## src/hdl/mrfbq_pkg.sv

```systemverilog
// Types and constants of the MAC ingress filter with byte-budgeted descriptor queue.
package mrfbq_pkg;

    localparam int QUEUE_DEPTH_DEF = 64;

    localparam int ADDR_W = 16;
    localparam int LEN_W  = 12;
    localparam int TAG_W  = 16;
    localparam int BYTE_W = 16;
    localparam int DROP_W = 32;
    localparam int CFG_IDX_W  = 2;
    localparam int CFG_DATA_W = 16;

    localparam logic [ADDR_W-1:0] NODE_ADDR_RST  = 16'h0000;
    localparam logic [ADDR_W-1:0] BCAST_ADDR_RST = 16'hFFFF;
    localparam logic [BYTE_W-1:0] CAPACITY_RST   = 16'd16384;

    typedef enum logic [1:0] {
        CMD_PHY_FRAME    = 2'd0,
        CMD_ROUTE_FRAME  = 2'd1,
        CMD_SERVICE_DONE = 2'd2
    } cmd_t;

    typedef enum logic [2:0] {
        ACT_QUEUED = 3'd0,
        ACT_ROUTER = 3'd1,
        ACT_PHYS   = 3'd2,
        ACT_FILTER = 3'd3,
        ACT_DROP   = 3'd4,
        ACT_IDLE   = 3'd5
    } action_t;

    typedef enum logic [CFG_IDX_W-1:0] {
        CFG_NODE_ADDR  = 2'd0,
        CFG_BCAST_ADDR = 2'd1,
        CFG_PROMISC    = 2'd2,
        CFG_CAPACITY   = 2'd3
    } cfg_idx_t;

    typedef struct packed {
        logic [1:0]        command;
        logic [ADDR_W-1:0] dest_address;
        logic [LEN_W-1:0]  frame_length;
        logic [TAG_W-1:0]  frame_tag;
    } in_item_t;

    typedef struct packed {
        logic [2:0]        action;
        logic [TAG_W-1:0]  out_tag;
        logic [LEN_W-1:0]  out_length;
        logic              start_service;
        logic              router_busy;
        logic [BYTE_W-1:0] queued_bytes;
        logic [DROP_W-1:0] full_drops;
    } out_item_t;

    typedef struct packed {
        logic [TAG_W-1:0] tag;
        logic [LEN_W-1:0] len;
    } desc_t;

endpackage

```

## src/hdl/mrfbq_desc_mem.sv

```systemverilog
// Descriptor store: one write port, one read port with registered read data.
module mrfbq_desc_mem
    import mrfbq_pkg::*;
#(
    parameter int QUEUE_DEPTH = QUEUE_DEPTH_DEF,
    localparam int AW = (QUEUE_DEPTH > 1) ? $clog2(QUEUE_DEPTH) : 1
) (
    input  logic          clk,
    input  logic          wr_en,
    input  logic [AW-1:0] wr_addr,
    input  desc_t         wr_data,
    input  logic          rd_en,
    input  logic [AW-1:0] rd_addr,
    output desc_t         rd_data
);

    desc_t mem [QUEUE_DEPTH];
    desc_t rd_data_reg;

    always_ff @(posedge clk)
    begin
        if (wr_en)
        begin
            mem[wr_addr] <= wr_data;
        end
    end

    always_ff @(posedge clk)
    begin
        if (rd_en)
        begin
            rd_data_reg <= mem[rd_addr];
        end
    end

    assign rd_data = rd_data_reg;

endmodule

```

## src/hdl/mac_rx_filter_byte_budget_queue_top.sv

```systemverilog
// Top level of the MAC ingress filter with byte-budgeted descriptor queue.
//
//  channel  direction  handshake              payload
//  in       sink       in_valid / in_stall    in_data  (in_item_t)
//  out      source     out_valid / out_stall  out_data (out_item_t)
//  cfg      sink       cfg_valid / cfg_ready  cfg_index, cfg_data
//
// One item per cycle sustained while out is not stalled; each result is registered
// in the decide stage, then in the output register.
// A pop reads the descriptor store when its item is taken; in the decide stage its tag
// and length leave the store's read register and the length is taken off the byte total.
// The popped length is subtracted from the byte total in the cycle after the pop.
// Reset is asynchronous; the store needs no clearing pass.
// A stall on out holds both stages and backs up into in_stall.
module mac_rx_filter_byte_budget_queue_top
    import mrfbq_pkg::*;
#(
    parameter int QUEUE_DEPTH = QUEUE_DEPTH_DEF
) (
    input  logic                  clk,
    input  logic                  rst_n,
    input  logic                  in_valid,
    output logic                  in_stall,
    input  in_item_t              in_data,
    output logic                  out_valid,
    input  logic                  out_stall,
    output out_item_t             out_data,
    input  logic                  cfg_valid,
    output logic                  cfg_ready,
    input  logic [CFG_IDX_W-1:0]  cfg_index,
    input  logic [CFG_DATA_W-1:0] cfg_data
);

    localparam int AW = (QUEUE_DEPTH > 1) ? $clog2(QUEUE_DEPTH) : 1;
    localparam int CW = $clog2(QUEUE_DEPTH + 1);

    // configuration
    logic [ADDR_W-1:0] node_addr_reg;
    logic [ADDR_W-1:0] bcast_addr_reg;
    logic              promisc_reg;
    logic [BYTE_W-1:0] capacity_reg;

    // queue control state
    logic              busy_reg, busy_next;
    logic [BYTE_W-1:0] used_reg, used_next;
    logic              sub_pend_reg, sub_pend_next;
    logic [AW-1:0]     head_reg, head_next;
    logic [AW-1:0]     tail_reg, tail_next;
    logic [CW-1:0]     count_reg, count_next;
    logic [DROP_W-1:0] drops_reg, drops_next;

    // decide stage and output register
    logic              p_valid_reg, p_valid_next;
    logic              p_pop_reg, p_pop_next;
    out_item_t         p_res_reg, p_res_next;
    logic              out_valid_reg, out_valid_next;
    out_item_t         out_data_reg, out_data_next;

    logic              accept;
    logic              p_move;
    logic [BYTE_W-1:0] used_eff;
    logic              addr_match;
    logic              mem_we;
    logic              mem_re;
    desc_t             mem_wdata;
    desc_t             mem_rdata;

    mrfbq_desc_mem #(
        .QUEUE_DEPTH(QUEUE_DEPTH)
    ) u_desc_mem (
        .clk     (clk),
        .wr_en   (mem_we),
        .wr_addr (tail_reg),
        .wr_data (mem_wdata),
        .rd_en   (mem_re),
        .rd_addr (head_reg),
        .rd_data (mem_rdata)
    );

    assign cfg_ready = 1'b1;

    always_ff @(posedge clk or negedge rst_n)
    begin
        if (!rst_n)
        begin
            node_addr_reg  <= NODE_ADDR_RST;
            bcast_addr_reg <= BCAST_ADDR_RST;
            promisc_reg    <= 1'b0;
            capacity_reg   <= CAPACITY_RST;
        end
        else if (cfg_valid && cfg_ready)
        begin
            case (cfg_idx_t'(cfg_index))
                CFG_NODE_ADDR:  node_addr_reg  <= cfg_data;
                CFG_BCAST_ADDR: bcast_addr_reg <= cfg_data;
                CFG_PROMISC:    promisc_reg    <= cfg_data[0];
                CFG_CAPACITY:   capacity_reg   <= cfg_data;
                default:        ;
            endcase
        end
    end

    assign p_move   = p_valid_reg && (!out_valid_reg || !out_stall);
    assign in_stall = p_valid_reg && !p_move;
    assign accept   = in_valid && !in_stall;

    // fold in the length popped last cycle
    assign used_eff   = sub_pend_reg ? (used_reg - BYTE_W'(mem_rdata.len)) : used_reg;
    assign addr_match = (in_data.dest_address == node_addr_reg)
                     || (in_data.dest_address == bcast_addr_reg) || promisc_reg;

    always_comb
    begin
        busy_next     = busy_reg;
        used_next     = used_eff;
        sub_pend_next = 1'b0;
        head_next     = head_reg;
        tail_next     = tail_reg;
        count_next    = count_reg;
        drops_next    = drops_reg;
        mem_we        = 1'b0;
        mem_re        = 1'b0;
        mem_wdata.tag = in_data.frame_tag;
        mem_wdata.len = in_data.frame_length;
        p_pop_next    = 1'b0;
        p_valid_next  = p_valid_reg && !p_move;
        p_res_next    = p_res_reg;

        if (accept)
        begin
            p_valid_next             = 1'b1;
            p_res_next.action        = ACT_FILTER;
            p_res_next.out_tag       = '0;
            p_res_next.out_length    = '0;
            p_res_next.start_service = 1'b0;
            case (cmd_t'(in_data.command))
                CMD_ROUTE_FRAME:
                begin
                    p_res_next.action     = ACT_PHYS;
                    p_res_next.out_tag    = in_data.frame_tag;
                    p_res_next.out_length = in_data.frame_length;
                end
                CMD_SERVICE_DONE:
                begin
                    if (count_reg != '0)
                    begin
                        // tag, length and byte total are filled in from the read data
                        mem_re                   = 1'b1;
                        p_pop_next               = 1'b1;
                        sub_pend_next            = 1'b1;
                        head_next = (head_reg == AW'(QUEUE_DEPTH - 1)) ? '0 : head_reg + 1'b1;
                        count_next               = count_reg - 1'b1;
                        busy_next                = 1'b1;
                        p_res_next.action        = ACT_ROUTER;
                        p_res_next.start_service = 1'b1;
                    end
                    else
                    begin
                        busy_next         = 1'b0;
                        p_res_next.action = ACT_IDLE;
                    end
                end
                CMD_PHY_FRAME:
                begin
                    if (!addr_match)
                    begin
                        p_res_next.action = ACT_FILTER;
                    end
                    else if (!busy_reg && count_reg == '0)
                    begin
                        busy_next                = 1'b1;
                        p_res_next.action        = ACT_ROUTER;
                        p_res_next.out_tag       = in_data.frame_tag;
                        p_res_next.out_length    = in_data.frame_length;
                        p_res_next.start_service = 1'b1;
                    end
                    else if (({1'b0, used_eff} + (BYTE_W + 1)'(in_data.frame_length))
                             < {1'b0, capacity_reg}
                             && count_reg != CW'(QUEUE_DEPTH))
                    begin
                        mem_we            = 1'b1;
                        tail_next = (tail_reg == AW'(QUEUE_DEPTH - 1)) ? '0 : tail_reg + 1'b1;
                        count_next        = count_reg + 1'b1;
                        used_next         = used_eff + BYTE_W'(in_data.frame_length);
                        p_res_next.action = ACT_QUEUED;
                    end
                    else
                    begin
                        if (drops_reg != '1)
                        begin
                            drops_next = drops_reg + 1'b1;
                        end
                        p_res_next.action = ACT_DROP;
                    end
                end
                default:
                begin
                    // unused command: no result, no state change
                    p_valid_next = 1'b0;
                end
            endcase
            p_res_next.router_busy  = busy_next;
            p_res_next.queued_bytes = used_next;
            p_res_next.full_drops   = drops_next;
        end
    end

    always_comb
    begin
        out_valid_next = out_valid_reg && out_stall;
        out_data_next  = out_data_reg;
        if (p_move)
        begin
            out_valid_next = 1'b1;
            out_data_next  = p_res_reg;
            if (p_pop_reg)
            begin
                out_data_next.out_tag      = mem_rdata.tag;
                out_data_next.out_length   = mem_rdata.len;
                out_data_next.queued_bytes = p_res_reg.queued_bytes
                                           - BYTE_W'(mem_rdata.len);
            end
        end
    end

    always_ff @(posedge clk or negedge rst_n)
    begin
        if (!rst_n)
        begin
            busy_reg      <= 1'b0;
            used_reg      <= '0;
            sub_pend_reg  <= 1'b0;
            head_reg      <= '0;
            tail_reg      <= '0;
            count_reg     <= '0;
            drops_reg     <= '0;
            p_valid_reg   <= 1'b0;
            p_pop_reg     <= 1'b0;
            out_valid_reg <= 1'b0;
        end
        else
        begin
            busy_reg      <= busy_next;
            used_reg      <= used_next;
            sub_pend_reg  <= sub_pend_next;
            head_reg      <= head_next;
            tail_reg      <= tail_next;
            count_reg     <= count_next;
            drops_reg     <= drops_next;
            p_valid_reg   <= p_valid_next;
            out_valid_reg <= out_valid_next;
            if (accept)
            begin
                p_pop_reg <= p_pop_next;
            end
        end
    end

    always_ff @(posedge clk)
    begin
        p_res_reg    <= p_res_next;
        out_data_reg <= out_data_next;
    end

    assign out_valid = out_valid_reg;
    assign out_data  = out_data_reg;

endmodule

```

## config.mk

```make
export PLATFORM = sky130hd
export DESIGN_NAME = mac_rx_filter_byte_budget_queue_top
export DESIGN_NICKNAME = d
export VERILOG_FILES = /design/src/hdl/mrfbq_pkg.sv /design/src/hdl/mrfbq_desc_mem.sv /design/src/hdl/mac_rx_filter_byte_budget_queue_top.sv
export SDC_FILE = /design/constraint.sdc
export NUM_CORES = 2
export LEC_CHECK = 0
export ABC_CLOCK_PERIOD_IN_PS = 18820
export BUFFER_PORTS_ARGS = -buffer_cell sky130_fd_sc_hd__buf_2
export CAP_MARGIN = 20
export CORE_MARGIN = 2
export CORE_UTILIZATION = 45
export CTS_CLUSTER_SIZE = 10
export DETAILED_ROUTE_END_ITERATION = 12
export PLACE_DENSITY = 0.68
export SETUP_SLACK_MARGIN = 0.3
export SLEW_MARGIN = 15
export SYNTH_ARGS = -nofsm -noshare
export SYNTH_HDL_FRONTEND = slang
export SYNTH_SLANG_ARGS = --single-unit
```

## constraint.sdc

```tcl
create_clock -name clk -period 18.82 [get_ports clk]
set_input_delay 1.882 -clock clk [delete_from_list [all_inputs] [get_ports clk]]
set_output_delay 1.882 -clock clk [all_outputs]
set_load 0.005 [all_outputs]
```

# Word level (Yosys, flattened, before mapping)
# Memories as Yosys holds them, arrays and structs flattened. A register that Yosys moved wholly into a read port is not among the register bits.
# Index checks and enable logic that the tools add are counted.
op_classes:
  addsub: 9
  magnitude_cmp: 1
  n_eq_ne: 15
  mux: 45
  bitwise: 1
  reduce_logical: 27
ops:
  columns: ["cell", "count"]
  rows:
  - ["$mux W32", 5]
  - ["$mux W16", 7]
  - ["$mux W29", 2]
  - ["$pmux W28 S2", 1]
  - ["$add A32 B1 Y32 const B", 1]
  - ["$eq A16 B16 Y1", 2]
  - ["$ne A32 B32 Y1 const B", 1]
  - ["$sub A16 B12 Y16", 2]
  - ["$mux W28", 1]
  - ["$mux W7", 4]
  - ["$add A16 B12 Y17", 1]
  - ["$lt A17 B16 Y1", 1]
  - ["$add A16 B12 Y16", 1]
  - ["$mux W1", 15]
  - ["$pmux W7 S2", 1]
  - ["$add A6 B1 Y6 const B", 2]
  - ["$eq A6 B6 Y1 const B", 2]
  - ["$mux W3", 4]
  - ["$mux W6", 2]
  - ["$pmux W3 S3", 1]
  - ["$ne A2 B2 Y1 const B", 4]
  - ["$reduce_and A2 Y1", 4]
  - ["$add A7 B1 Y7 const B", 1]
  - ["$logic_not A7 Y1", 1]
  - ["other kinds (16)", 32]
word_totals:
  regBits: 283
  mem_bits_rw: 1792
  inputBits: 69
  output_inout_bits: 84
  word_cells: 127
  mem_count: 1
memory_table:
  columns: ["name", "words", "word_bits", "rd", "rd_clocked_by_memory_dff", "wr", "line_no", "text"]
  rows:
  - ["u_desc_mem.mem", 64, 28, 1, 1, 1, "mrfbq_desc_mem.sv:17", "desc_t mem [QUEUE_DEPTH];"]

# Logic depth before layout (Yosys ltp)
depth:
  word_depth: 12
  depth_mapped: 32

# Modules after synthesis
# From an unflattened synthesis, not the netlist that was laid out.
unflattened:
  hier_cells: 4289
  area_unflattened_um2: 83950.5
modules_own_cells:
  columns: ["mod", "instances", "cells_per_inst", "area_each_um2", "seq_area_each_um2"]
  rows:
  - ["mrfbq_desc_mem", 1, 3105, 69475.4, 54652.4]
  - ["mac_rx_filter_byte_budget_queue_top", 1, 1184, 14475.1, 7913.8]

# Worst setup path before layout
# No wires, ideal clock.
synth_path:
  path_type: "input-to-reg"
  start: "in in_data[16] in the netlist's numbering"
  end: "mem u_desc_mem.mem[28][0] in the netlist's numbering, enable pin"
  setup_ns: 0.484
  arrival_ns: 8.275
  path_slack_ns: 10.061
  cell_stages: 20
  path_buffers: 2
  path_cell_list: "ha_1 -> inv_1 -> fa_1 -> nor2b_1 -> o21a_1 -> o21ai_0 -> a211o_1 -> and2_1 -> nor3_1 -> xnor2_1 -> ha_1 -> a21oi_1 -> nor2b_1 -> a311oi_1 -> o21ai_0 -> nor2b_1 -> clkbuf_1 -> nand3_4 -> clkbuf_1 -> nor4_1"
synth_between:
  elab_chain_cells: 10
synth_rtl:
  columns: ["element", "line_no", "text"]
  rows:
  - ["from (decl)", "mac_rx_filter_byte_budget_queue_top.sv:24", "input in_item_t in_data,"]
  - ["$add A16 B12 Y17", "mac_rx_filter_byte_budget_queue_top.sv:177", "else if (({1'b0, used_eff} + (BYTE_W + 1)'(in_data.frame_length))"]
  - ["$lt A17 B16 Y1", "mac_rx_filter_byte_budget_queue_top.sv:178", "< {1'b0, capacity_reg}"]
  - ["$logic_and A1 B1 Y1", "mac_rx_filter_byte_budget_queue_top.sv:179", "&& count_reg != CW'(QUEUE_DEPTH))"]
  - ["$mux W1", "mac_rx_filter_byte_budget_queue_top.sv:177", null]
  - ["$mux W1", "mac_rx_filter_byte_budget_queue_top.sv:169", "else if (!busy_reg && count_reg == '0)"]
  - ["$mux W1", "mac_rx_filter_byte_budget_queue_top.sv:165", "if (!addr_match)"]
  - ["$mux W1", "mac_rx_filter_byte_budget_queue_top.sv:136", "case (cmd_t'(in_data.command))"]
  - ["$mux W1", "mac_rx_filter_byte_budget_queue_top.sv:129", "if (accept)"]
  - ["$mux W1", "mrfbq_desc_mem.sv:22", "if (wr_en)"]
  - ["$mux W1 (implied by the code)", "mrfbq_desc_mem.sv:24", "mem[wr_addr] <= wr_data;"]
  - ["to (decl)", "mrfbq_desc_mem.sv:17", null]
# No other way between the ends.

# Worst setup path in the final report
layout_path:
  start: "reg u_desc_mem.rd_data[1] (netlist name)"
  end: "mem u_desc_mem.mem[45][22] in the netlist's numbering, enable pin"
layout_between:
  elab_chain_cells: 12
layout_rtl:
  columns: ["element", "line_no", "text"]
  rows:
  - ["$sub A16 B12 Y16", "mac_rx_filter_byte_budget_queue_top.sv:108", "assign used_eff = sub_pend_reg ? (used_reg - BYTE_W'(mem_rdata.len)) : used_reg;"]
  - ["$mux W16", "mac_rx_filter_byte_budget_queue_top.sv:108", null]
  - ["$add A16 B12 Y17", "mac_rx_filter_byte_budget_queue_top.sv:177", null]
  - ["$lt A17 B16 Y1", "mac_rx_filter_byte_budget_queue_top.sv:178", null]
  - ["$logic_and A1 B1 Y1", "mac_rx_filter_byte_budget_queue_top.sv:179", null]
  - ["$mux W1", "mac_rx_filter_byte_budget_queue_top.sv:177", null]
  - ["$mux W1", "mac_rx_filter_byte_budget_queue_top.sv:169", null]
  - ["$mux W1", "mac_rx_filter_byte_budget_queue_top.sv:165", null]
  - ["$mux W1", "mac_rx_filter_byte_budget_queue_top.sv:136", null]
  - ["$mux W1", "mac_rx_filter_byte_budget_queue_top.sv:129", null]
  - ["$mux W1", "mrfbq_desc_mem.sv:22", null]
  - ["$mux W1 (implied by the code)", "mrfbq_desc_mem.sv:24", null]
# No other way between the ends.

==> impl_results.md <==
* Area added between synthesis and finish at 12.9%
* Proportion of layout cells with a drive suffix above 1 at 0.309
* Clock input transition at the sequential cells of the worst setup and hold paths at 0.05 ns
* Count of routing violations after the opening detailed-route iteration at 5097
* Core Area at 0.183 mm^2
* Synthesized netlist net count at 3948
* Htree depth at 4
* Highest cell delay on the worst timing path at 1.05 ns
* Number of antenna violations at the first check in global routing at 27
* Count of state elements after synthesis at 2103
* Synthesized area per cell at 21.9 um^2
* Yosys warns at 0
* Largest buffer count on any clock path at 3
* Weighted congestion at the end of routability-driven global placement at 0.853
* Maximum clock skew at final layout at 0.0847 ns
* Routed wire per std cell at 30.6 um
* Category of the critical setup timing path: register to register
* VDD IR-drop max at 0.109 mV
* Crit path max fanout at 44
* Setup-violating endpoint count in the final report at 0
* Slew margin rel. at 0.232
* Max reg flops at 1792
* # nets final at 4224
* Post-route DRC violation count at 0
* Highest-delay cell along the critical path: or3_1
* Distinct cells, synth at 76
* Asr flop ratio synth at 0.0575
* CTS tree: yes
* Count of maximum capacitance violations at 0
* Vias per Instance at 5.97
* Worst skew pair latency at 0.87 ns
* Number of max-slew violations in the final report at 0
* Worst-margin pin slew at 1.15 ns
* Iteration count of the initial detailed-routing pass at 5
* Area of the die at 0.189 mm^2
* Clock tree sinks at 2103
* Number of endpoints with negative hold slack in the final report at 0
* Vias in the first global route at 39200
* Count of port buffers added during placement at 151
* Clock share of power at 0.310
* Internal cell power at 9.00 mW
* Post-CTS setup buffer count at 0
* Post-synthesis cell area at 0.0834 mm^2
* Final period utilization at 0.486
* First-pass GRT wire length at 289000 um
* LEAKAGE at 29.9 nW
* Beginning of the critical path: u_desc_mem.rd_data[1]
* Cell Rows at 157
* Total power draw at 12.7 mW
* Final non-filler cell total at 6624
* Library cell used as clock root buffer: clkbuf_16
* Critical path startpoint category: register
* Die X at 434 um
* Start point of the worst hold path: p_res_reg[13]
* Post-cts sizing count at 0
* Main synth FF type: edfxtp_1
* Setup repair after global routing missed its margin: no
* Sequential-to-total area share from yosys stat at 0.751
* Share of power burned in combinational logic at 0.262
* Fraction of power consumed by sequential logic at 0.428
* Post-synth EDFFs at 1982
* Largest net degree at the start of global routing at 138
* DPL Wire Length at 124000 um
* Routed via count at 39500
* Worst setup EP type: register
* Final routed wirelength across all metal layers at 203000 um
* Sum of negative setup slack at 0 ns
* Count of boundary I/O pins at 153
* Number of hold buffers added after cts at 0
* Power per Cell Area at 135 mW/mm^2
* Data required time of the worst path at 19.28 ns
* Total track usage at 0.217
* Switching portion of total power at 0.290
* Maximum operating frequency at 109 MHz
* Run status: completed
* Detail Route Antenna Nets at 0
* Total global routing overflow at 0
* Hold WC Path Type: register to register
* Net switching component of the power at 3.67 mW
* Launch point of the worst reg-to-reg path: u_desc_mem.rd_data[1]
* Minimum period implied by the final worst setup slack at 9.15 ns
* DP Cell Count at 6318
* Initial core utilization at 0.454
* Y dimension of the die at 434 um
* Gate count after technology mapping at 3814
* CTS Buf Count at 231
* Worst EP arrival at 9.61 ns
## area by class of cell
type | count | area (um^2)
well taps | 2464 | 3080
diodes | 8 | 20.0
multi-input cells | 1459 | 20300
repair buffers | 227 | 1470
inverters | 68 | 258
clock inverters | 20 | 394
clock buffers | 275 | 5990
flip-flops and latches | 2103 | 62600
fillers | 14200 | 89400
## worst paths after layout
kind	slack (ns)	depth (start not counted)	endpoint
setup / recovery	9.67	28	u_desc_mem.mem[45][22]
hold / removal	0.41	0	out_data[13]
setup reg to reg	9.67	28	u_desc_mem.mem[45][22]
hold reg to reg	0.41	0	out_data[13]
max in group asynchronous	16.20	2	head_reg[5]
min in group asynchronous	1.13	1	node_addr_reg[9]
## metrics by stage
step | cell area, um^2 | setup WS [ns] | util | hold WS [ns]
6_report | 94100 | 9.67 | 0.513 | 0.415
5_1_grt | 94100 | 9.01 | 0.513 | 0.423
4_1_cts | 94000 | 9.73 | 0.512 | 0.416
3_5_place_dp | 87600 | 9.34 | 0.477 | 0.405
3_3_place_gp | 87600 | 9.46 | 0.477 | 0.402
2_1_floorplan | 83400 | 10.06 | - | 0.400
## power groups by stage
| stage | registers (mW) | clock network [mW] | logic, mW |
|---|---|---|---|
| 2_1_floorplan | 5.42 | 0 | 2.23 |
| 3_3_place_gp | 5.52 | 0 | 3.33 |
| 3_5_place_dp | 5.52 | 0 | 3.34 |
| 4_1_cts | 5.43 | 4.00 | 3.35 |
| 5_1_grt | 5.44 | 4.17 | 3.51 |
| 6_report | 5.42 | 3.93 | 3.32 |
## cell usage after synthesis, types with 6 or more instances
cell type	instances	area, um^2
mux2_2	96	1080
mux4_2	588	13200
and4_1	8	70.1
and2_1	34	213
xnor2_1	88	771
inv_1	67	251
edfxtp_1	1982	59500
clkbuf_1	122	458
nor3_1	14	70.1
nand4_1	17	106
a21o_1	20	150
a31oi_1	9	56.3
nor2_2	9	56.3
buf_2	8	40.0
or2_2	6	37.5
o31ai_1	7	52.6
dfstp_2	17	447
and3_1	17	106
o21ai_0	28	140
nor4_1	28	175
xor2_1	52	455
dfrtp_1	104	2600
nor2_1	95	357
a211oi_1	6	45.0
nand3_1	55	275
ha_1	61	763
or3_1	6	37.5
buf_1	49	184
o21a_1	11	82.6
a21oi_1	35	175
nor2b_1	12	75.1
mux2i_1	24	240
nand2_1	57	214
## logic make-up after synthesis
| group | after synthesis | share of synthesized area |
|---|---|---|
| adders and majority gates | 65 | 0.0101 |
| and+or+nand+nor | 382 | 0.0241 |
| AOI/OAI and AO/OA | 160 | 0.0135 |
| DFF | 2103 | 0.751 |
| xor gates and xnor gates | 140 | 0.0147 |
| other | 1 | 0.0000450 |
| muxes | 711 | 0.175 |
| buffers and inverters | 252 | 0.0117 |
## placed cells by master, fill, tap and decap left out, types with 5 or more instances in the layout
master / synthesis / layout
nor2_4: 0 / 49
buf_2: 8 / 137
mux2_2: 96 / 96
and3_1: 17 / 17
nor4_1: 28 / 12
o21ai_0: 28 / 28
inv_1: 67 / 66
a31oi_1: 9 / 9
nor3_1: 14 / 14
a211oi_1: 6 / 6
nor4_2: 0 / 16
diode_2: 0 / 8
mux4_2: 588 / 588
mux2i_1: 24 / 24
nand4_1: 17 / 17
a21o_1: 20 / 20
dfrtp_1: 104 / 97
clkinv_16: 0 / 9
or3_1: 6 / 6
o21a_1: 11 / 11
o31ai_1: 7 / 7
or2_2: 6 / 6
nor2b_1: 12 / 12
buf_4: 5 / 84
edfxtp_1: 1982 / 1982
and2_1: 34 / 34
dfstp_2: 17 / 17
nand3b_1: 5 / 5
nand2_1: 57 / 57
nand3_1: 55 / 55
clkbuf_16: 0 / 232
xor2_1: 52 / 52
ha_1: 61 / 61
and4_1: 8 / 8
nor2_1: 95 / 55
xnor2_1: 88 / 88
clkbuf_1: 122 / 41
a21oi_1: 35 / 34
## worst max-delay path: cells and delay by family, from the launching register on
kind / cells / cell delay (ns)
adders and majority gates: 3 / 0.76
muxes: 1 / 0.25
buffers and inverters: 3 / 0.30
xor gates and xnor gates: 1 / 0.25
DFF: 1 / 0.44
AOI/OAI and AO/OA: 12 / 2.83
and+or+nand+nor: 8 / 3.87
## metal layers
layer	GRT usage	up-vias	wire length (um)
met5	0	-	78
met4	0.0661	12	6240
met3	0.0419	278	17500
met2	0.341	1865	96700
met1	0.308	21000	82000
li1	-	16300	-
(Power assumes the default switching activity.)
